--- src/rtl/core/dth_pkg.sv ---
// ============================================================================
// dth_pkg
// Shared types and constants for the depth to hue colour mapper.
// ============================================================================
`default_nettype none

package dth_pkg;

    localparam int DEPTH_BITS_DEF    = 16;
    localparam int FRACTION_BITS_DEF = 16;

    // configuration register indexes
    localparam int CFG_IDX_W = 2;
    localparam logic [CFG_IDX_W-1:0] CFG_DEPTH_LO   = 2'd0;
    localparam logic [CFG_IDX_W-1:0] CFG_DEPTH_HI   = 2'd1;
    localparam logic [CFG_IDX_W-1:0] CFG_SPAN_RECIP = 2'd2;

    localparam logic [31:0] DEPTH_LO_RST   = 32'd0;
    localparam logic [31:0] DEPTH_HI_RST   = 32'd65535;
    localparam logic [31:0] SPAN_RECIP_RST = 32'd65537;

    localparam logic [31:0] RGBA_WHITE = 32'hFFFF_FFFF;
    localparam logic [31:0] RGBA_BLACK = 32'hFF00_0000;
    localparam logic [7:0]  ALPHA_OPAQUE = 8'hFF;

    // channel levels times 255 over the level denominator, truncated
    localparam logic [7:0] LVL_V_BYTE = 8'd191;
    localparam logic [7:0] LVL_M_BYTE = 8'd63;

    // ramp levels in units of 1/40000, times 255
    localparam int LVL_W = 23;
    localparam logic [LVL_W-1:0] MID_SLOPE = 23'd5100255;   // 255 * 20001
    localparam logic [LVL_W-1:0] MID1_BASE = 23'd2550000;   // 255 * 10000
    localparam logic [LVL_W-1:0] MID2_BASE = 23'd7650000;   // 255 * 30000

    // divide by 40000: ceil(2^38 / 40000), exact for values below 2^23
    localparam int DIV_SHIFT = 38;
    localparam int DIV_W     = LVL_W + 23;
    localparam logic [22:0] DIV_RECIP = 23'd6871948;

    // hue sextants
    localparam logic [2:0] SEXT_0 = 3'd0;
    localparam logic [2:0] SEXT_1 = 3'd1;
    localparam logic [2:0] SEXT_2 = 3'd2;
    localparam logic [2:0] SEXT_3 = 3'd3;
    localparam logic [2:0] SEXT_4 = 3'd4;
    localparam logic [2:0] SEXT_5 = 3'd5;

    typedef struct packed {
        logic       last;
        logic       below;
        logic       black;
        logic [2:0] sext;
    } ctl_t;

endpackage

`default_nettype wire

--- src/rtl/core/depth_to_hue_colour.sv ---
// ============================================================================
// depth_to_hue_colour
// Depth sample to RGBA hue ramp colour, seven stage pipeline.
// ============================================================================
// Usage:
//   s_tdata carries one depth sample per word, s_tlast the frame end flag.
//   m_tdata carries the packed colour (red low byte, alpha high byte),
//   m_tlast the copied frame end flag.
//   cfg_valid/cfg_index/cfg_data write the low depth bound (0), the high
//   depth bound (1) and the span reciprocal (2); other indexes are dropped.
//   cfg_ready is always high. Write configuration only while the pipeline
//   is empty.
// Timing:
//   One word is accepted every cycle while m_tready is high; the range
//   multiply, the ramp multiply and the divide-by-40000 reciprocal
//   multiply each own a stage.
// Reset:
//   rst_n clears all stage valid bits and loads the register defaults
//   (low bound 0, high bound 65535, reciprocal 65537).
// Stall:
//   Each stage holds while the stage after it is full and held, so empty
//   stages keep filling while m_tready is low; s_tready drops only once
//   every stage holds a word.
// ============================================================================
`default_nettype none

module depth_to_hue_colour #(
    parameter int DEPTH_BITS    = dth_pkg::DEPTH_BITS_DEF,
    parameter int FRACTION_BITS = dth_pkg::FRACTION_BITS_DEF
) (
    input  wire logic                          clk,
    input  wire logic                          rst_n,

    input  wire logic                          cfg_valid,
    output logic                               cfg_ready,
    input  wire logic [dth_pkg::CFG_IDX_W-1:0] cfg_index,
    input  wire logic [31:0]                   cfg_data,

    input  wire logic                          s_tvalid,
    output logic                               s_tready,
    input  wire logic [((DEPTH_BITS+7)/8)*8-1:0] s_tdata,  // [DEPTH_BITS-1:0] depth
    input  wire logic                          s_tlast,    // frame_end

    output logic                               m_tvalid,
    input  wire logic                          m_tready,
    output logic [31:0]                        m_tdata,    // [31:0] rgba
    output logic                               m_tlast     // frame_end_out
);

    localparam int F      = FRACTION_BITS;
    localparam int PROD_W = DEPTH_BITS + 32;
    localparam int NORM_W = DEPTH_BITS + F;
    localparam int Y_W    = F + dth_pkg::LVL_W;
    localparam int NS     = 7;

    // configuration registers
    logic [DEPTH_BITS-1:0] depth_lo_reg;
    logic [DEPTH_BITS-1:0] depth_hi_reg;
    logic [31:0]           span_recip_reg;

    assign cfg_ready = 1'b1;

    always_ff @(posedge clk or negedge rst_n)
    begin
        if (!rst_n)
        begin
            depth_lo_reg   <= DEPTH_BITS'(dth_pkg::DEPTH_LO_RST);
            depth_hi_reg   <= DEPTH_BITS'(dth_pkg::DEPTH_HI_RST);
            span_recip_reg <= dth_pkg::SPAN_RECIP_RST;
        end
        else if (cfg_valid && cfg_ready)
        begin
            unique case (cfg_index)
                dth_pkg::CFG_DEPTH_LO:   depth_lo_reg   <= cfg_data[DEPTH_BITS-1:0];
                dth_pkg::CFG_DEPTH_HI:   depth_hi_reg   <= cfg_data[DEPTH_BITS-1:0];
                dth_pkg::CFG_SPAN_RECIP: span_recip_reg <= cfg_data;
                default: ;
            endcase
        end
    end

    // stage control
    logic [NS:1]       vld_reg;
    logic [NS:1]       en;
    dth_pkg::ctl_t     ctl_reg [1:NS-1];
    dth_pkg::ctl_t     ctl_next [1:NS-1];

    always_comb
    begin
        en[NS] = !vld_reg[NS] || m_tready;
        for (int k = NS - 1; k >= 1; k--)
        begin
            en[k] = !vld_reg[k] || en[k+1];
        end
    end

    assign s_tready = en[1];

    always_ff @(posedge clk or negedge rst_n)
    begin
        if (!rst_n)
        begin
            vld_reg <= '0;
        end
        else
        begin
            if (en[1])
            begin
                vld_reg[1] <= s_tvalid;
            end
            for (int k = 2; k <= NS; k++)
            begin
                if (en[k])
                begin
                    vld_reg[k] <= vld_reg[k-1];
                end
            end
        end
    end

    // datapath registers
    logic [DEPTH_BITS-1:0]    diff1_reg;
    logic [PROD_W-1:0]        prod2_reg;
    logic [F-1:0]             frac3_reg;
    logic [Y_W-1:0]           y4_reg;
    logic [dth_pkg::LVL_W-1:0] t5_reg;
    logic [dth_pkg::DIV_W-1:0] q6_reg;
    logic [31:0]              rgba_reg;
    logic                     last_reg;

    logic [DEPTH_BITS-1:0]    depth_in;
    logic [NORM_W-1:0]        norm_wide;
    logic [F+2:0]             hue3;
    logic                     sat3;
    logic [dth_pkg::LVL_W-1:0] fl5;
    logic [dth_pkg::LVL_W-1:0] ce5;
    logic [dth_pkg::LVL_W-1:0] t5_next;
    logic [7:0]               mid7;
    logic [7:0]               r7, g7, b7;
    logic [31:0]              rgba_next;

    assign depth_in  = s_tdata[DEPTH_BITS-1:0];
    assign norm_wide = prod2_reg[PROD_W-1 -: NORM_W];
    assign sat3      = |norm_wide[NORM_W-1:F];
    assign hue3      = ({3'b000, norm_wide[F-1:0]} << 2) + ({3'b000, norm_wide[F-1:0]} << 1);

    assign fl5 = y4_reg[Y_W-1:F];
    assign ce5 = fl5 + dth_pkg::LVL_W'(|y4_reg[F-1:0]);
    assign t5_next = ctl_reg[4].sext[0] ? (dth_pkg::MID2_BASE - ce5)
                                        : (dth_pkg::MID1_BASE + fl5);

    assign mid7 = q6_reg[dth_pkg::DIV_SHIFT +: 8];

    always_comb
    begin
        ctl_next[1].last  = s_tlast;
        ctl_next[1].below = depth_in < depth_lo_reg;
        ctl_next[1].black = depth_in > depth_hi_reg;
        ctl_next[1].sext  = dth_pkg::SEXT_0;
        for (int k = 2; k <= NS - 1; k++)
        begin
            ctl_next[k] = ctl_reg[k-1];
        end
        ctl_next[3].black = ctl_reg[2].black || sat3;
        ctl_next[3].sext  = hue3[F+2:F];
    end

    always_comb
    begin
        unique case (ctl_reg[6].sext)
            dth_pkg::SEXT_0: begin r7 = dth_pkg::LVL_V_BYTE; g7 = mid7; b7 = dth_pkg::LVL_M_BYTE; end
            dth_pkg::SEXT_1: begin r7 = mid7; g7 = dth_pkg::LVL_V_BYTE; b7 = dth_pkg::LVL_M_BYTE; end
            dth_pkg::SEXT_2: begin r7 = dth_pkg::LVL_M_BYTE; g7 = dth_pkg::LVL_V_BYTE; b7 = mid7; end
            dth_pkg::SEXT_3: begin r7 = dth_pkg::LVL_M_BYTE; g7 = mid7; b7 = dth_pkg::LVL_V_BYTE; end
            dth_pkg::SEXT_4: begin r7 = mid7; g7 = dth_pkg::LVL_M_BYTE; b7 = dth_pkg::LVL_V_BYTE; end
            dth_pkg::SEXT_5: begin r7 = dth_pkg::LVL_V_BYTE; g7 = dth_pkg::LVL_M_BYTE; b7 = mid7; end
            default:         begin r7 = '0; g7 = '0; b7 = '0; end
        endcase

        priority if (ctl_reg[6].below)
        begin
            rgba_next = dth_pkg::RGBA_WHITE;
        end
        else if (ctl_reg[6].black)
        begin
            rgba_next = dth_pkg::RGBA_BLACK;
        end
        else
        begin
            rgba_next = {dth_pkg::ALPHA_OPAQUE, b7, g7, r7};
        end
    end

    always_ff @(posedge clk)
    begin
        if (en[1])
        begin
            diff1_reg  <= depth_in - depth_lo_reg;
            ctl_reg[1] <= ctl_next[1];
        end
        if (en[2])
        begin
            prod2_reg  <= PROD_W'(diff1_reg) * PROD_W'(span_recip_reg);
            ctl_reg[2] <= ctl_next[2];
        end
        if (en[3])
        begin
            frac3_reg  <= hue3[F-1:0];
            ctl_reg[3] <= ctl_next[3];
        end
        if (en[4])
        begin
            y4_reg     <= Y_W'(frac3_reg) * Y_W'(dth_pkg::MID_SLOPE);
            ctl_reg[4] <= ctl_next[4];
        end
        if (en[5])
        begin
            t5_reg     <= t5_next;
            ctl_reg[5] <= ctl_next[5];
        end
        if (en[6])
        begin
            q6_reg     <= dth_pkg::DIV_W'(t5_reg) * dth_pkg::DIV_W'(dth_pkg::DIV_RECIP);
            ctl_reg[6] <= ctl_next[6];
        end
        if (en[7])
        begin
            rgba_reg <= rgba_next;
            last_reg <= ctl_reg[6].last;
        end
    end

    assign m_tvalid = vld_reg[NS];
    assign m_tdata  = rgba_reg;
    assign m_tlast  = last_reg;

    // checks
    a_alpha_opaque: assert property (@(posedge clk) disable iff (!rst_n)
        m_tvalid |-> m_tdata[31:24] == dth_pkg::ALPHA_OPAQUE)
        else $error("alpha byte not opaque");

    a_ramp_bounds: assert property (@(posedge clk) disable iff (!rst_n)
        (m_tvalid && m_tdata != dth_pkg::RGBA_WHITE && m_tdata != dth_pkg::RGBA_BLACK)
        |-> (m_tdata[7:0] >= dth_pkg::LVL_M_BYTE && m_tdata[7:0] <= dth_pkg::LVL_V_BYTE))
        else $error("red channel outside ramp levels");

    a_full_on_stall: assert property (@(posedge clk) disable iff (!rst_n)
        !s_tready |-> &vld_reg)
        else $error("input held back with a free stage");

    a_out_advance: assert property (@(posedge clk) disable iff (!rst_n)
        en[NS] |=> vld_reg[NS] == $past(vld_reg[NS-1]))
        else $error("output stage lost or invented a word");

endmodule

`default_nettype wire

--- config.mk ---
export PLATFORM = sky130hd
export DESIGN_NAME = depth_to_hue_colour
export DESIGN_NICKNAME = d
export VERILOG_FILES = /design/src/rtl/core/dth_pkg.sv /design/src/rtl/core/depth_to_hue_colour.sv
export SDC_FILE = /design/constraint.sdc
export NUM_CORES = 2
export LEC_CHECK = 0
export BUFFER_PORTS_ARGS = -buffer_cell sky130_fd_sc_hd__buf_4
export CORE_MARGIN = 2
export CORE_UTILIZATION = 55
export CTS_CLUSTER_SIZE = 16
export DETAILED_ROUTE_END_ITERATION = 7
export PLACE_DENSITY = 0.71
export SYNTH_ARGS = -nofsm -noshare
export SYNTH_HDL_FRONTEND = slang
export SYNTH_SLANG_ARGS = --single-unit
--- constraint.sdc ---
create_clock -name clk -period 7.25 [get_ports clk]
set_clock_uncertainty 0.2 [all_clocks]
set_input_delay 0.3625 -clock clk [delete_from_list [all_inputs] [get_ports clk]]
set_output_delay 0.3625 -clock clk [all_outputs]
set_load 0.02 [all_outputs]
==> flow_metrics.env <==
export IMPL_status="completed"
export IMPL_fp_dieW_um=279
export IMPL_critPathCaptureType="flip-flop"
export IMPL_place_inst=5125
export IMPL_clockBufferDepth=3
export IMPL_syn_area_per_cell_sq_um=10.1
export IMPL_required_ns=7.39
export IMPL_cts_tree="yes"
export IMPL_dieArea_sq_mm=0.0781
export IMPL_max_freq_mhz=144
export IMPL_grt_pass1_wl_um=156000
export IMPL_ios=92
export IMPL_antenna_found_initial=0
export IMPL_rows=100
export IMPL_drt_pass1_iterations=5
export IMPL_grt_overflow=0
export IMPL_synthArstFlopShare_pct=27.5
export IMPL_synth_common_cells="1020 x inv_1, 741 x fa_1, 539 x ha_1"
export IMPL_hold_path_class="primary input to flip-flop"
export IMPL_hold_violations=0
export IMPL_synthCells=4112
export IMPL_grt_max_degree=72
export IMPL_synth_edff_count=187
export IMPL_min_period_over_period_pct=95.5
export IMPL_synthMuxAreaShare_pct=1.42
export IMPL_clk_pin_slew_ns=0.06
export IMPL_rsz0062_at_grt="false"
export IMPL_yosys_area_share_simple_pct=10.0
export IMPL_clock_sinks=258
export IMPL_worst_pin_slew_ns=0.976
export IMPL_synth_distinct_cells=72
export IMPL_finalSetupTns_ns=0
export IMPL_clk_latency_ns=0.60
export IMPL_root_buffer="clkbuf_16"
export IMPL_worstPathArrival_ns=7.07
export IMPL_drc=0
export IMPL_setup_viol=0
export IMPL_die_y_um=279
export IMPL_r2r_slack_ns=0.32
export IMPL_min_period_ns=6.93
export IMPL_grt_pass1_vias=30267
export IMPL_fin_cells=5221
export IMPL_largest_reg_flops=38
export IMPL_yosysWarnings=0
export IMPL_wirelength_um=94100
export IMPL_start_util_pct=55.7
export IMPL_cts_buffers=30
export IMPL_track_usage_pct=25.1
export IMPL_synth_top_family_by_area="adder cells"
export IMPL_ant_nets=0
export IMPL_synth_top_area_share_pct=35.6
export IMPL_vias_per_cell=5.37
export IMPL_layout_drive_gt1_share_pct=7.01
export IMPL_insertedDiodeCount=0
export IMPL_maxSlewViolCount=0
export IMPL_synth_xor_area_share_pct=2.52
export IMPL_synth_seq_cells=258
export IMPL_core_area_sq_mm=0.0748
export IMPL_area_delta_synth_final_pct=8.05
export IMPL_htree_levels=1
export IMPL_yosys_top_cells_area="fa_1 36%, ha_1 16%, edfxtp_1 13%"
export IMPL_seq_area_frac_synth_pct=17.8
export IMPL_path_class="flip-flop to flip-flop"
export IMPL_yosysMostFrequentCell="inv_1"
export IMPL_drt_wirelength_per_cell_um=18.0
export IMPL_synth_largest_area_cell="fa_1"
export IMPL_nNetsFinal=5564
export IMPL_syn_area_sq_mm=0.0417
export IMPL_synth_compound_area_share_pct=6.24
export IMPL_dp_hpwl_um=78800
export IMPL_first_iter_violations=1524
export IMPL_final_core_util_pct=60.2
export IMPL_crit_fanout=13
export IMPL_yosys_area_share_adder_pct=51.7
export IMPL_startpoint_type="flip-flop"
export IMPL_num_vias=28030
export IMPL_maxSlewHeadroom_pct=34.8
export IMPL_maxCapViolCount=0
export IMPL_place_congestion=0.920
export IMPL_ys_flop_type="edfxtp_1"
export IMPL_io_buffers=82
[critical path: stages, from the launching register on]
cell and delay (ns):
edfxtp_1 0.58, buf_4 0.28, and2_1 0.16, fa_1 0.47
inv_1 0.06, fa_1 0.54, inv_1 0.06, fa_1 0.52
fa_1 0.52, fa_1 0.55, inv_1 0.06, fa_1 0.53
inv_1 0.04, ha_1 0.36, a21o_1 0.18, a21o_1 0.16
a21o_1 0.17, a221o_1 0.38, a22o_1 0.32, o22ai_1 0.24
o21bai_1 0.12, xor2_1 0.16
[per-stage QoR]
| stage | instance area (sq um) | setup WS (ns) | hold slack [ns] |
|---|---|---|---|
| after CTS | 45000 | 0.238 | 0.0168 |
| after floorplan | 41700 | 0.718 | -0.133 |
| after global routing | 45100 | 0.000286 | 0.0652 |
| after global placement | 43700 | 0.369 | 0.202 |
| after detailed placement | 43700 | 0.237 | 0.205 |
| final | 45100 | 0.324 | 0.0558 |
[logic make-up (layout without fill, tap and decap cells)]
family / Yosys count / count (layout)
and+or+nand+nor: 873 / 873
AOI/OAI and AO/OA: 396 / 396
muxes: 53 / 53
adders and majority gates: 1280 / 1280
buffers and inverters: 1131 / 1263
other: 1 / 9
DFF: 258 / 258
xor gates and xnor gates: 120 / 120
[placed cells by master, fill, tap and decap left out, drive strengths merged, types with 13 or more instances in the layout]
cell | Yosys | routed
and2 | 206 | 206
nor2 | 93 | 93
xnor2 | 79 | 79
mux2 | 49 | 49
o21bai | 14 | 14
nand4 | 22 | 22
a31oi | 14 | 14
dfstp | 18 | 18
clkbuf | 98 | 43
fa | 741 | 741
a21oi | 105 | 105
buf | 13 | 152
dfrtp | 53 | 53
inv | 1020 | 1023
a211oi | 17 | 17
dlygate4sd3 | 0 | 35
ha | 539 | 539
a21o | 61 | 61
nand3 | 26 | 26
o21ai | 95 | 95
nor2b | 14 | 14
o31ai | 14 | 14
o21a | 13 | 13
nor3 | 33 | 33
edfxtp | 187 | 187
nand2 | 406 | 406
xor2 | 41 | 41
[path summary, 6_finish.rpt]
path	startpoint	endpoint	depth (start not counted)
setup reg to reg	diff1_reg[13]$_DFFE_PP_	prod2_reg[43]$_DFFE_PP_	21
max in group asynchronous	rst_n	span_recip_reg[5]$_DFFE_PN0P_	2
setup / recovery	diff1_reg[13]$_DFFE_PP_	prod2_reg[43]$_DFFE_PP_	21
hold reg to reg	ctl_reg[0][25]$_DFFE_PP_	ctl_reg[0][31]$_DFFE_PP_	0
min in group asynchronous	rst_n	depth_lo_reg[6]$_DFFE_PN0P_	2
hold / removal	s_tdata[3]	diff1_reg[3]$_DFFE_PP_	4
[repair_timing]
action | in CTS | in global routing
setup buffers | 0 | 5
hold endpoints to repair | 119 | 0
setup endpoints to repair | 0 | 6
gates resized for setup | 0 | 1
hold buffers | 35 | 0
[per-layer routing]
layer | up-vias | part of all wire (%) | global-route usage, %
met3 | 164 | 4.6 | 2.78
met1 | 14178 | 41 | 32.6
met4 | 0 | 2.9 | 6.58
li1 | 12993 | - | -
met2 | 695 | 51 | 45.0
met5 | - | 0 | 0
[area by class of cell]
class                   instances  area (sq um)
clock buffers                  43           876
clock inverters                13           111
flip-flops and latches        258          7420
well taps                     969          1210
inverters                    1020          3830
multi-input cells            2731         30100
repair buffers                187          1570
fillers                      6235         29800
Power is not shown: default switching activity piles up to over one toggle a cycle in this logic, so the estimate is an artifact.
